--- src/rtl/wtw_pkg.sv ---
// ----------------------------------------------------------------------------
// Write trace window checker package
// Beat types, record and command types, and status codes shared by the
// front end, the command queue, the window engine and the checker.
// ----------------------------------------------------------------------------
package wtw_pkg;

    // Status codes returned with every result beat.
    localparam logic [1:0] STATUS_OK       = 2'd0;
    localparam logic [1:0] STATUS_MISSED   = 2'd1;
    localparam logic [1:0] STATUS_NOMATCH  = 2'd2;
    localparam logic [1:0] STATUS_OVERFLOW = 2'd3;

    // Depth of the command queue between the front end and the window engine.
    localparam int Q_DEPTH = 2;
    localparam int Q_PTR_W = $clog2(Q_DEPTH);
    localparam int Q_CNT_W = $clog2(Q_DEPTH + 1);

    // Input beat as it arrives on the port.
    typedef struct packed {
        logic        action;
        logic [1:0]  entry_kind;
        logic [63:0] dest_addr;
        logic [63:0] write_value;
        logic [30:0] insn_count;
    } t_in_beat;

    // Result beat.
    typedef struct packed {
        logic [1:0] status;
        logic [2:0] fill_level;
    } t_out_beat;

    // One expected write record as held in the window.
    typedef struct packed {
        logic [1:0]  kind;
        logic [63:0] dest;
        logic [63:0] value;
        logic [30:0] count;
    } t_record;

    // Operation decoded by the front end.
    typedef enum logic {
        OP_LOAD  = 1'b0,
        OP_CHECK = 1'b1
    } t_op;

    // Command passed through the queue to the window engine.
    typedef struct packed {
        t_op     op;
        t_record rec;
    } t_cmd;

endpackage

--- src/rtl/wtw_engine.sv ---
// ----------------------------------------------------------------------------
// Write trace window checker engine
// Holds the window of expected records, appends on load commands and scans
// oldest first on check commands, one record per cycle, then closes the gap
// left by a matched record. Results go out through a registered beat.
// ----------------------------------------------------------------------------
module wtw_engine
    import wtw_pkg::*;
#(
    parameter int WINDOW_DEPTH = 4
) (
    input  logic      i_clk,
    input  logic      i_rst_n,
    input  logic      i_pop_valid,
    input  t_cmd      i_pop_cmd,
    output logic      o_pop,
    output logic      o_out_valid,
    input  logic      i_out_stall,
    output t_out_beat o_out_data
);

    localparam int OCC_W = $clog2(WINDOW_DEPTH + 1);
    localparam int IDX_W = (WINDOW_DEPTH > 1) ? $clog2(WINDOW_DEPTH) : 1;

    typedef enum logic [2:0] {
        ST_IDLE = 3'b001,
        ST_LOAD = 3'b010,
        ST_SCAN = 3'b100
    } t_state;

    t_state           r_state;
    t_state           n_state;
    logic [OCC_W-1:0] r_occ;
    logic [OCC_W-1:0] n_occ;
    logic [OCC_W-1:0] r_idx;
    logic [OCC_W-1:0] n_idx;
    t_cmd             r_cmd;
    t_cmd             n_cmd;
    t_record          r_win [WINDOW_DEPTH];
    t_record          n_win [WINDOW_DEPTH];
    logic             r_out_valid;
    logic             n_out_valid;
    t_out_beat        r_out_data;
    t_out_beat        n_out_data;
    t_record          cur_rec;
    logic             slot_free;

    // The record under the scan pointer; only read while the pointer is below
    // the occupancy, so the part-select always lands on a stored entry.
    assign cur_rec   = r_win[r_idx[IDX_W-1:0]];
    assign slot_free = !r_out_valid || !i_out_stall;

    // Sequencer for one command at a time.
    always_comb begin
        n_state     = r_state;
        n_occ       = r_occ;
        n_idx       = r_idx;
        n_cmd       = r_cmd;
        n_win       = r_win;
        n_out_valid = r_out_valid && i_out_stall;
        n_out_data  = r_out_data;
        o_pop       = 1'b0;
        case (r_state)
            ST_IDLE: begin
                // Take a command only once the result slot is sure to be free.
                if (i_pop_valid && slot_free) begin
                    o_pop   = 1'b1;
                    n_cmd   = i_pop_cmd;
                    n_idx   = '0;
                    n_state = (i_pop_cmd.op == OP_CHECK) ? ST_SCAN : ST_LOAD;
                end
            end
            ST_LOAD: begin
                n_out_valid = 1'b1;
                n_state     = ST_IDLE;
                if (r_occ < OCC_W'(WINDOW_DEPTH)) begin
                    n_win[r_occ[IDX_W-1:0]] = r_cmd.rec;
                    n_occ                   = r_occ + 1'b1;
                    n_out_data.status       = STATUS_OK;
                    n_out_data.fill_level   = 3'(r_occ + 1'b1);
                end else begin
                    n_out_data.status     = STATUS_OVERFLOW;
                    n_out_data.fill_level = 3'(r_occ);
                end
            end
            ST_SCAN: begin
                if (r_idx >= r_occ) begin
                    // Ran past the youngest record without a match.
                    n_out_valid           = 1'b1;
                    n_out_data.status     = STATUS_NOMATCH;
                    n_out_data.fill_level = 3'(r_occ);
                    n_state               = ST_IDLE;
                end else if (cur_rec.count < r_cmd.rec.count) begin
                    // An older expected write was never observed.
                    n_out_valid           = 1'b1;
                    n_out_data.status     = STATUS_MISSED;
                    n_out_data.fill_level = 3'(r_occ);
                    n_state               = ST_IDLE;
                end else if (cur_rec == r_cmd.rec) begin
                    // Remove the match and move the younger records up.
                    for (int j = 0; j < WINDOW_DEPTH - 1; j++) begin
                        if (OCC_W'(j) >= r_idx) begin
                            n_win[j] = r_win[j + 1];
                        end
                    end
                    n_occ                 = r_occ - 1'b1;
                    n_out_valid           = 1'b1;
                    n_out_data.status     = STATUS_OK;
                    n_out_data.fill_level = 3'(r_occ - 1'b1);
                    n_state               = ST_IDLE;
                end else begin
                    n_idx = r_idx + 1'b1;
                end
            end
            default: begin
                n_state = ST_IDLE;
            end
        endcase
    end

    // Control state.
    always_ff @(posedge i_clk) begin
        if (!i_rst_n) begin
            r_state     <= ST_IDLE;
            r_occ       <= '0;
            r_idx       <= '0;
            r_out_valid <= 1'b0;
        end else begin
            r_state     <= n_state;
            r_occ       <= n_occ;
            r_idx       <= n_idx;
            r_out_valid <= n_out_valid;
        end
    end

    // Payload: window records, current command and result beat.
    always_ff @(posedge i_clk) begin
        r_cmd      <= n_cmd;
        r_win      <= n_win;
        r_out_data <= n_out_data;
    end

    assign o_out_valid = r_out_valid;
    assign o_out_data  = r_out_data;

endmodule

--- config.mk ---
export PLATFORM = sky130hd
export DESIGN_NAME = wtw_engine
export DESIGN_NICKNAME = d
export VERILOG_FILES = /design/src/rtl/wtw_pkg.sv /design/src/rtl/wtw_engine.sv
export SDC_FILE = /design/constraint.sdc
export NUM_CORES = 1
export LEC_CHECK = 0
export BUFFER_PORTS_ARGS = -buffer_cell sky130_fd_sc_hd__buf_2
export CELL_PAD_IN_SITES_DETAIL_PLACEMENT = 1
export CELL_PAD_IN_SITES_GLOBAL_PLACEMENT = 2
export CORE_MARGIN = 10
export CORE_UTILIZATION = 41
export CTS_CLUSTER_DIAMETER = 120
export CTS_CLUSTER_SIZE = 40
export DETAILED_ROUTE_END_ITERATION = 16
export PLACE_DENSITY_LB_ADDON = 0.1
export SYNTH_ARGS = -nofsm -noshare
export SYNTH_HDL_FRONTEND = slang
export SYNTH_SLANG_ARGS = --single-unit
--- constraint.sdc ---
create_clock -name i_clk -period 16.05 [get_ports i_clk]
set_input_delay 1.605 -clock i_clk [delete_from_list [all_inputs] [get_ports i_clk]]
set_output_delay 1.605 -clock i_clk [all_outputs]
set_load 0.1 [all_outputs]
# == Word-level counts from Yosys, hierarchy flattened ==
# Index checks and enable logic that the tools add are counted.
# totals
reg_bits,820
input_bits,166
word_cells,112
# classes
n_addsub,3
bitwise,2
n_reduce_logical,17
eq_ne,14
mux,41
order_cmp,9
# op_table
operator,count
two-way mux 483 bit,3
two-way mux 161 bit,6
one-hot mux 483 bit (2 select lines),1
bitwise mux 644 bit,1
two-way mux 644 bit,1
binary-select mux 161 bit (select 2 bit),1
demux 161 bit (select 2 bit),1
== test 161 bit,1
two-way mux 3 bit,13
less-than comparator 31 bit,1
two-way mux 5 bit,4
!= test 2 bit (second input constant),9
one-hot mux 3 bit (2 select lines),3
AND reduction 6 bit,3
one-hot mux 5 bit (2 select lines),1
AND reduction 5 bit,2
AND reduction 2 bit,4
adder 3 x 1 -> 3 bit (second input constant),2
greater-or-equal comparator 1 x 3 -> 1 bit (first input constant),2
greater-or-equal comparator 3 bit (second input constant),2
inverter 2 -> 3 bit,2
two-way mux 1 bit,5
!= test 4 bit (second input constant),1
nonzero test 2 bit,2
12 further kinds,15

# == Logic depth before layout (Yosys ltp) ==
# Gate-level depths: netlist (run 1).
# depth
ltp_word,9
ltp_mapped,19
ltp_nobuf,12

# == Least setup slack after synthesis (run 1) ==
# No wires, ideal clock.
# synth_timing
kind,register to register
from,register r_idx[0]
to,"register r_win[483] in the netlist's numbering, enable pin"
t_required_ps,15130
arrival_ps,16253
path_slack_ps,-1123
n_path_buf,8
path_stages_with_launch,20
path_cell_list,dfxtp_1 -> buf_6 -> buf_8 -> buf_8 -> buf_4 -> buf_4 -> buf_2 -> buf_2 -> buf_1 -> mux4_2 -> ha_1 -> nand4_1 -> nor2_1 -> nand3_1 -> a311o_1 -> nor4_1 -> nand4_1 -> nor4b_4 -> nor2_2 -> a211oi_1
# synth_via
elab_chain_cells,7
word_cells_on_any_way,13
# synth_rtl
item,line_no,rtl
"start, declared",wtw_engine.sv:35,logic [OCC_W-1:0] r_idx;
"start signal, assigned",wtw_engine.sv:131,r_idx <= n_idx;
inverter 2 -> 3 bit (not written as such),wtw_engine.sv:50,assign cur_rec = r_win[r_idx[IDX_W-1:0]];
binary-select mux 161 bit (select 2 bit),wtw_engine.sv:50,
two-way mux 161 bit (not written as such) (2 in a row),wtw_engine.sv:50,
less-than comparator 31 bit / == test 161 bit (equally long branches),"wtw_engine.sv:93, wtw_engine.sv:99",
!= test 2 bit (no line),n/a,
AND reduction 6 bit (no line) *,n/a,
"end signal, assigned",wtw_engine.sv:139,r_win <= n_win;
"end, declared",wtw_engine.sv:39,t_record r_win [WINDOW_DEPTH];
# Every way passes the cells marked *; elsewhere a longest branch is shown, timed or not. The select of a mux whose other input is x is not followed.
# A chain may end at the register's enable or synchronous reset.

# == Final worst setup path (run 1) ==
# layout_timing
from,register r_idx[1]
to,"register r_win[307] in the netlist's numbering, enable pin"
# The elaborated chain is that of the path after synthesis.

==> results of run 1 <==
metrics by stage:
step	instances	TNS, ns	hold slack [ns]	setup slack [ns]	power (uW)
2_1_floorplan	2661	-361.64	0.495	-1.12	2580
3_3_place_gp	3934	0	0.490	7.73	2680
3_5_place_dp	3934	0	0.506	7.75	2690
4_1_cts	3989	0	0.524	7.70	3850
5_1_grt	3989	0	0.562	7.39	3940
6_report	3989	0	0.518	7.77	3810
cell type report:
class / count / area share, %
timing repair buffer: 213 / 2.93
tap: 1243 / 3.78
inverter: 63 / 0.593
sequential: 820 / 59.7
clock inverter: 24 / 0.907
clock buffer: 31 / 1.89
multi-input combinational: 1595 / 30.2
path summary, 6_finish.rpt:
path	slack [ns]	endpoint	cells past startpoint
hold reg to reg	0.52	o_out_valid	2
setup reg to reg	7.77	r_win[307]	14
hold / removal	0.52	o_out_valid	2
setup / recovery	7.77	r_win[307]	14
synth_stat cells (24+ instances only):
| master | count | area (um2) |
|---|---|---|
| edfxtp_1 | 810 | 24300 |
| nand2_1 | 363 | 1360 |
| a22o_1 | 325 | 2850 |
| nand3_1 | 188 | 941 |
| mux2i_1 | 160 | 1600 |
| clkbuf_1 | 121 | 454 |
| mux4_2 | 90 | 2030 |
| inv_1 | 62 | 233 |
| xnor2_1 | 58 | 508 |
| ha_1 | 42 | 526 |
| o21ai_0 | 33 | 165 |
| nor2_1 | 31 | 116 |
| a21oi_1 | 24 | 120 |
| nand4_1 | 24 | 150 |
layout by cell type (no fill, tap or decap), types with 12 or more instances in the layout:
master     synthesis  final
nor2_1            31     30
o2111ai_1         12     12
nand3_1          188    188
inv_1             62     61
nand4_1           24     24
buf_2             13    172
mux2i_1          160    160
edfxtp_1         810    810
xnor2_1           58     58
ha_1              42     42
nor3_1            22     22
buf_4             14     38
a21oi_1           24     24
o21ai_0           33     33
nand2_1          363    362
mux4_2            90     90
a22o_1           325    325
o22ai_1           23     23
clkbuf_16          0     31
mux2_2            15     15
xor2_1            16     16
kinds of logic after synthesis:
family          Yosys count  synth area share, %
fa+ha+maj                42                 1.38
xor+xnor                 74                 1.70
mux                     265                 9.98
compound gates          517                 11.1
buf+inv                 246                 3.03
flops                   820                 64.5
simple gates            697                 8.29
worst max-delay path: stages (launching register included):
cell       delay, ns
dfxtp_4         0.92
buf_4           0.61
buf_4           0.67
buf_12          0.64
mux2i_1         0.36
o22ai_1         0.13
a211oi_1        0.62
a41oi_1         0.31
a2111oi_2       0.34
nand4_1         0.40
nor4b_4         0.57
nor2_2          0.20
a211oi_4        0.22
buf_4           0.78
buf_4           0.86
per-layer routing:
| metal | wire (um) | vias to the layer above | share of wire, % |
|---|---|---|---|
| li1 | - | 10560 | - |
| met1 | 53100 | 12920 | 43 |
| met2 | 61200 | 709 | 50 |
| met3 | 5540 | 114 | 4.5 |
| met4 | 3260 | 2 | 2.6 |
| met5 | 11 | - | 0.0089 |
flip-flops by register name, indices dropped and copies added, names as in the netlist:
signal       cells
r_win          644
r_cmd          161
o_out_data       5
r_idx            3
r_occ            3
r_state          3
o_out_valid      1
power by group:
part | switching (uW) | total [uW] | internal (uW)
Combinational | 111 | 176 | 65.0
Clock | 745 | 1170 | 429
Sequential | 72.8 | 2460 | 2390
==> impl_metrics.ini, run 1 <==
[sta]
fin_crit_ns = 8.28
final.setup_skew_ns = 0.0516
finalSetupViolCount = 0
finalHoldViolCount = 0
max_freq_mhz = 121
rsz0062_at_grt = false
tightest_slew_ns = 1.21
period_share_pct = 51.6
finalMaxSlewViolations = 0
timing.slew.headroom_pct = 17.4

[worst_setup_path]
crit_arrival_ns = 8.57
startpoint = r_idx[1]
crit_fanout = 101
startpoint_type = flop
crit_path_end_kind = flop
path_class = flop to flop
worstPathRequired_ns = 16.34
r2r-start = r_idx[1]

[logic_synthesis]
synth_nets = 2869
synth-async-reset-ratio_pct = 0
ys_types = 71
avgSynthCellArea_um2 = 14.3
synth-edff-count = 810
ys.flop_type = edfxtp_1
yosys_warnings = 0
synth_cells = 2661
synth.yosys.seq_area_share_pct = 64.5
syn_area_um2 = 38000
ys_ff_latch = 820

[clocking]
clk_path_buf_depth = 3
cts_max_level = 1
cts_tree = yes
clock_latency_ns = 0.70
cts.sinks = 820
post_cts_resized = 0
cts_root_buf = clkbuf_16
post_cts_buffers = 0
path_clk_slew_ns = 0.13
hold_buffers = 0
cts_made_buffers = 31

[die]
die_h_um = 325
core-area_um2 = 91800
die_x_um = 325
ios = 173
die_area_um2 = 105000
rows = 111
start_util_pct = 41.4

[placement]
dp_hpwl_mm = 78.0
place_congestion = 0.913
io_buffers = 172
place_area_um2 = 40000

[cells_and_area]
design_area_um2 = 41100
regArea_um2 = 24500
num-nets-final = 2932
multi_input_area_um2 = 12400
final_util_pct = 44.8
area_growth_pct = 8.07
drive_above_1_share_pct = 14.4
diodes = 0
n_fill_cell = 9131

[detailed_routing]
wirelength_mm = 123
drc = 0
antenna_left = 0
vias_per_cell = 6.09
vias = 24305
wl_per_cell_um = 30.9
drtPass1Iterations = 6
drt_iter0_drc = 2394

[grt]
busiest_layer = met2
track_usage_pct = 22.7
grt_max_degree = 202
gr-total-overflow = 0
grt_antenna_before_repair = 5
grt_use_met3_pct = 2.68
grt_pass1_vias = 25733
grt_util_met2_pct = 38.8
grtUsageMet1_pct = 30.3
grt_pass1_wl_mm = 182

[run_status]
outcome = finished clean

[worst_hold_path]
hold_start = o_out_valid
hp-class = flop to flop

[run]
drv_cap = 0

[power_and_ir_drop]
p_leak_uw = 0.0138
peakVddDrop_mv = 0.0800
power.density_nw_per_um2 = 92.7
Note: power is estimated with default switching activity, not from simulation.
==> inputs of run 2 (changes only) <==
==> constraint.sdc (replaced) <==
create_clock -name i_clk -period 7.4 [get_ports i_clk]
set_input_delay 0.74 -clock i_clk [delete_from_list [all_inputs] [get_ports i_clk]]
set_output_delay 0.74 -clock i_clk [all_outputs]
set_load 0.1 [all_outputs]
==> run 2 against run 1 <==
  * Power up 110%
  * Flip-flop and latch count stayed put
  * Utilization rose by 0.13 points
  * Die area unchanged
  * Register-to-register slack worse by 6.9 ns
  * Sequential power rose by 120%
  * Clock-buffer cell count up 3
  * Non-clock buffer count up 12
==> impl_metrics.ini, run 2 (same netlist as run 1, synthesis figures left out) <==
[run_status]
outcome = finished clean

[cells_and_area]
diodes = 0
design_area_um2 = 41200
largest_reg_flops = 644
final_util_pct = 44.9
area_growth_pct = 8.39
num-nets-final = 2941
drive_above_1_share_pct = 14.5
top_register = r_win
final_common_cell = edfxtp_1
final_cell_mix = edfxtp_1, nand2_1, a22o_1

[detailed_routing]
wl_per_cell_um = 31.8
vias = 24511
drtPass1Iterations = 5
wirelength_mm = 127
drt_iter0_drc = 2416
antenna_left = 0
drc = 0
vias_per_cell = 6.14

[die]
core-area_um2 = 91800
ios = 173
die_area_um2 = 105000
die_x_um = 325
die_h_um = 325
rows = 111
start_util_pct = 41.4

[sta]
fin_crit_ns = 6.49
rsz0062_at_grt = false
final.setup_skew_ns = 0.0530
period_share_pct = 87.6
timing.slew.headroom_pct = 24.9
max_freq_mhz = 154
finalSetupViolCount = 0
finalHoldViolCount = 0
finalMaxSlewViolations = 0
tns_ns = 0
tightest_slew_ns = 1.12

[power_and_ir_drop]
total_power_uw = 8080
power.density_nw_per_um2 = 196
p_leak_uw = 0.0138
peakVddDrop_mv = 0.188

[worst_setup_path]
worst-r2r-setup-slack_ns = 0.91
r2r-start = r_idx[0]
crit_arrival_ns = 6.84
startpoint_type = flop
timing.critical_path.mode_cell = buf_4
crit_slowest_cell = dfxtp_4
crit_fanout = 45
slowest_delay_ns = 1.02
path_cells = buf_4, buf_4, nor2b_1, mux2i_1, o21ai_0, buf_4, nand4_1, nor4_1, nand4_1, nor4b_4, nor2_4, a211oi_4, buf_12, buf_4
crit_path_end_kind = flop
path_class = flop to flop
worstPathRequired_ns = 7.76
worstRegToRegCells = 14
rr_endpoint = r_win[548]

[clocking]
cts.sinks = 820
cts_root_buf = clkbuf_16
cts_made_buffers = 28
clk_path_buf_depth = 3
clock_latency_ns = 0.70
path_clk_slew_ns = 0.15
cts_max_level = 1
post_cts_resized = 0
hold_buffers = 0
cts_tree = yes
post_cts_buffers = 0

[placement]
place_area_um2 = 40300
io_buffers = 172
place_congestion = 0.868
dp_hpwl_mm = 83.3

[grt]
grt_antenna_before_repair = 5
gr-total-overflow = 0
grt_pass1_wl_mm = 185
grt_max_degree = 188
grt_pass1_vias = 25218
track_usage_pct = 23.1

[run]
drv_cap = 0

[worst_hold_path]
hold_start = i_pop_cmd[132]
hold_path_depth = 1
hold_end = r_cmd[132]
hp-class = input pin to flop
## run 2: changes by cell type in the layout (fill, tap and decap cells not counted), moves of 3 or more
cell,delta
buf_12,+14
buf_4,-3
clkbuf_1,+5
inv_12,-3
## run 2: critical path: cells and delay by family, from the launching register on
family / cells / cell delay, ns
muxes: 1 / 0.08
buffers and inverters: 5 / 1.84
and+or+nand+nor: 6 / 2.03
DFF: 1 / 1.02
AOI/OAI and AO/OA: 2 / 1.07
## run 2: how the worst max path moves through the flow
stage                   from          to  slack, ns  cells past startpoint
detailed placement  r_idx[0]  r_win[620]       0.91                     14
global route        r_idx[0]  r_win[526]       0.64                     14
global placement    r_idx[0]  r_win[571]       0.55                     13
finish              r_idx[0]  r_win[548]       0.91                     14
CTS                 r_idx[0]  r_win[554]       0.89                     14
floorplan           r_idx[0]  r_win[483]      -0.94                     19
## run 2: layout make-up
class,instances,area [um2]
multi-input combinational,1595,12500
clock buffer,34,744
tap,1243,1560
clock inverter,14,224
sequential,820,24500
timing repair buffer,225,1470
inverter,63,244
fill,9178,50600
## run 2: metal layers
| metal | GRT usage (%) | up-vias | wire length (um) |
|---|---|---|---|
| li1 | - | 10562 | - |
| met1 | 31.8 | 13087 | 55400 |
| met2 | 38.9 | 755 | 61800 |
| met3 | 2.36 | 105 | 6070 |
| met4 | 6.09 | 2 | 3700 |
| met5 | 0 | - | 13 |
## run 2: metrics by stage
step                hold WS (ns)  cells  setup WS (ns)
finish                     0.206   3994          0.915
global route               0.176   3994          0.644
CTS                        0.171   3994          0.889
detailed placement         0.519   3946          0.911
global placement           0.481   3945          0.551
floorplan                  0.495   2661         -0.935
## run 2: power breakdown
part,internal [uW],switching [uW],total [uW]
combinational,143,244,386
clock,786,1560,2350
sequential,5180,167,5350
total,6110,1970,8080
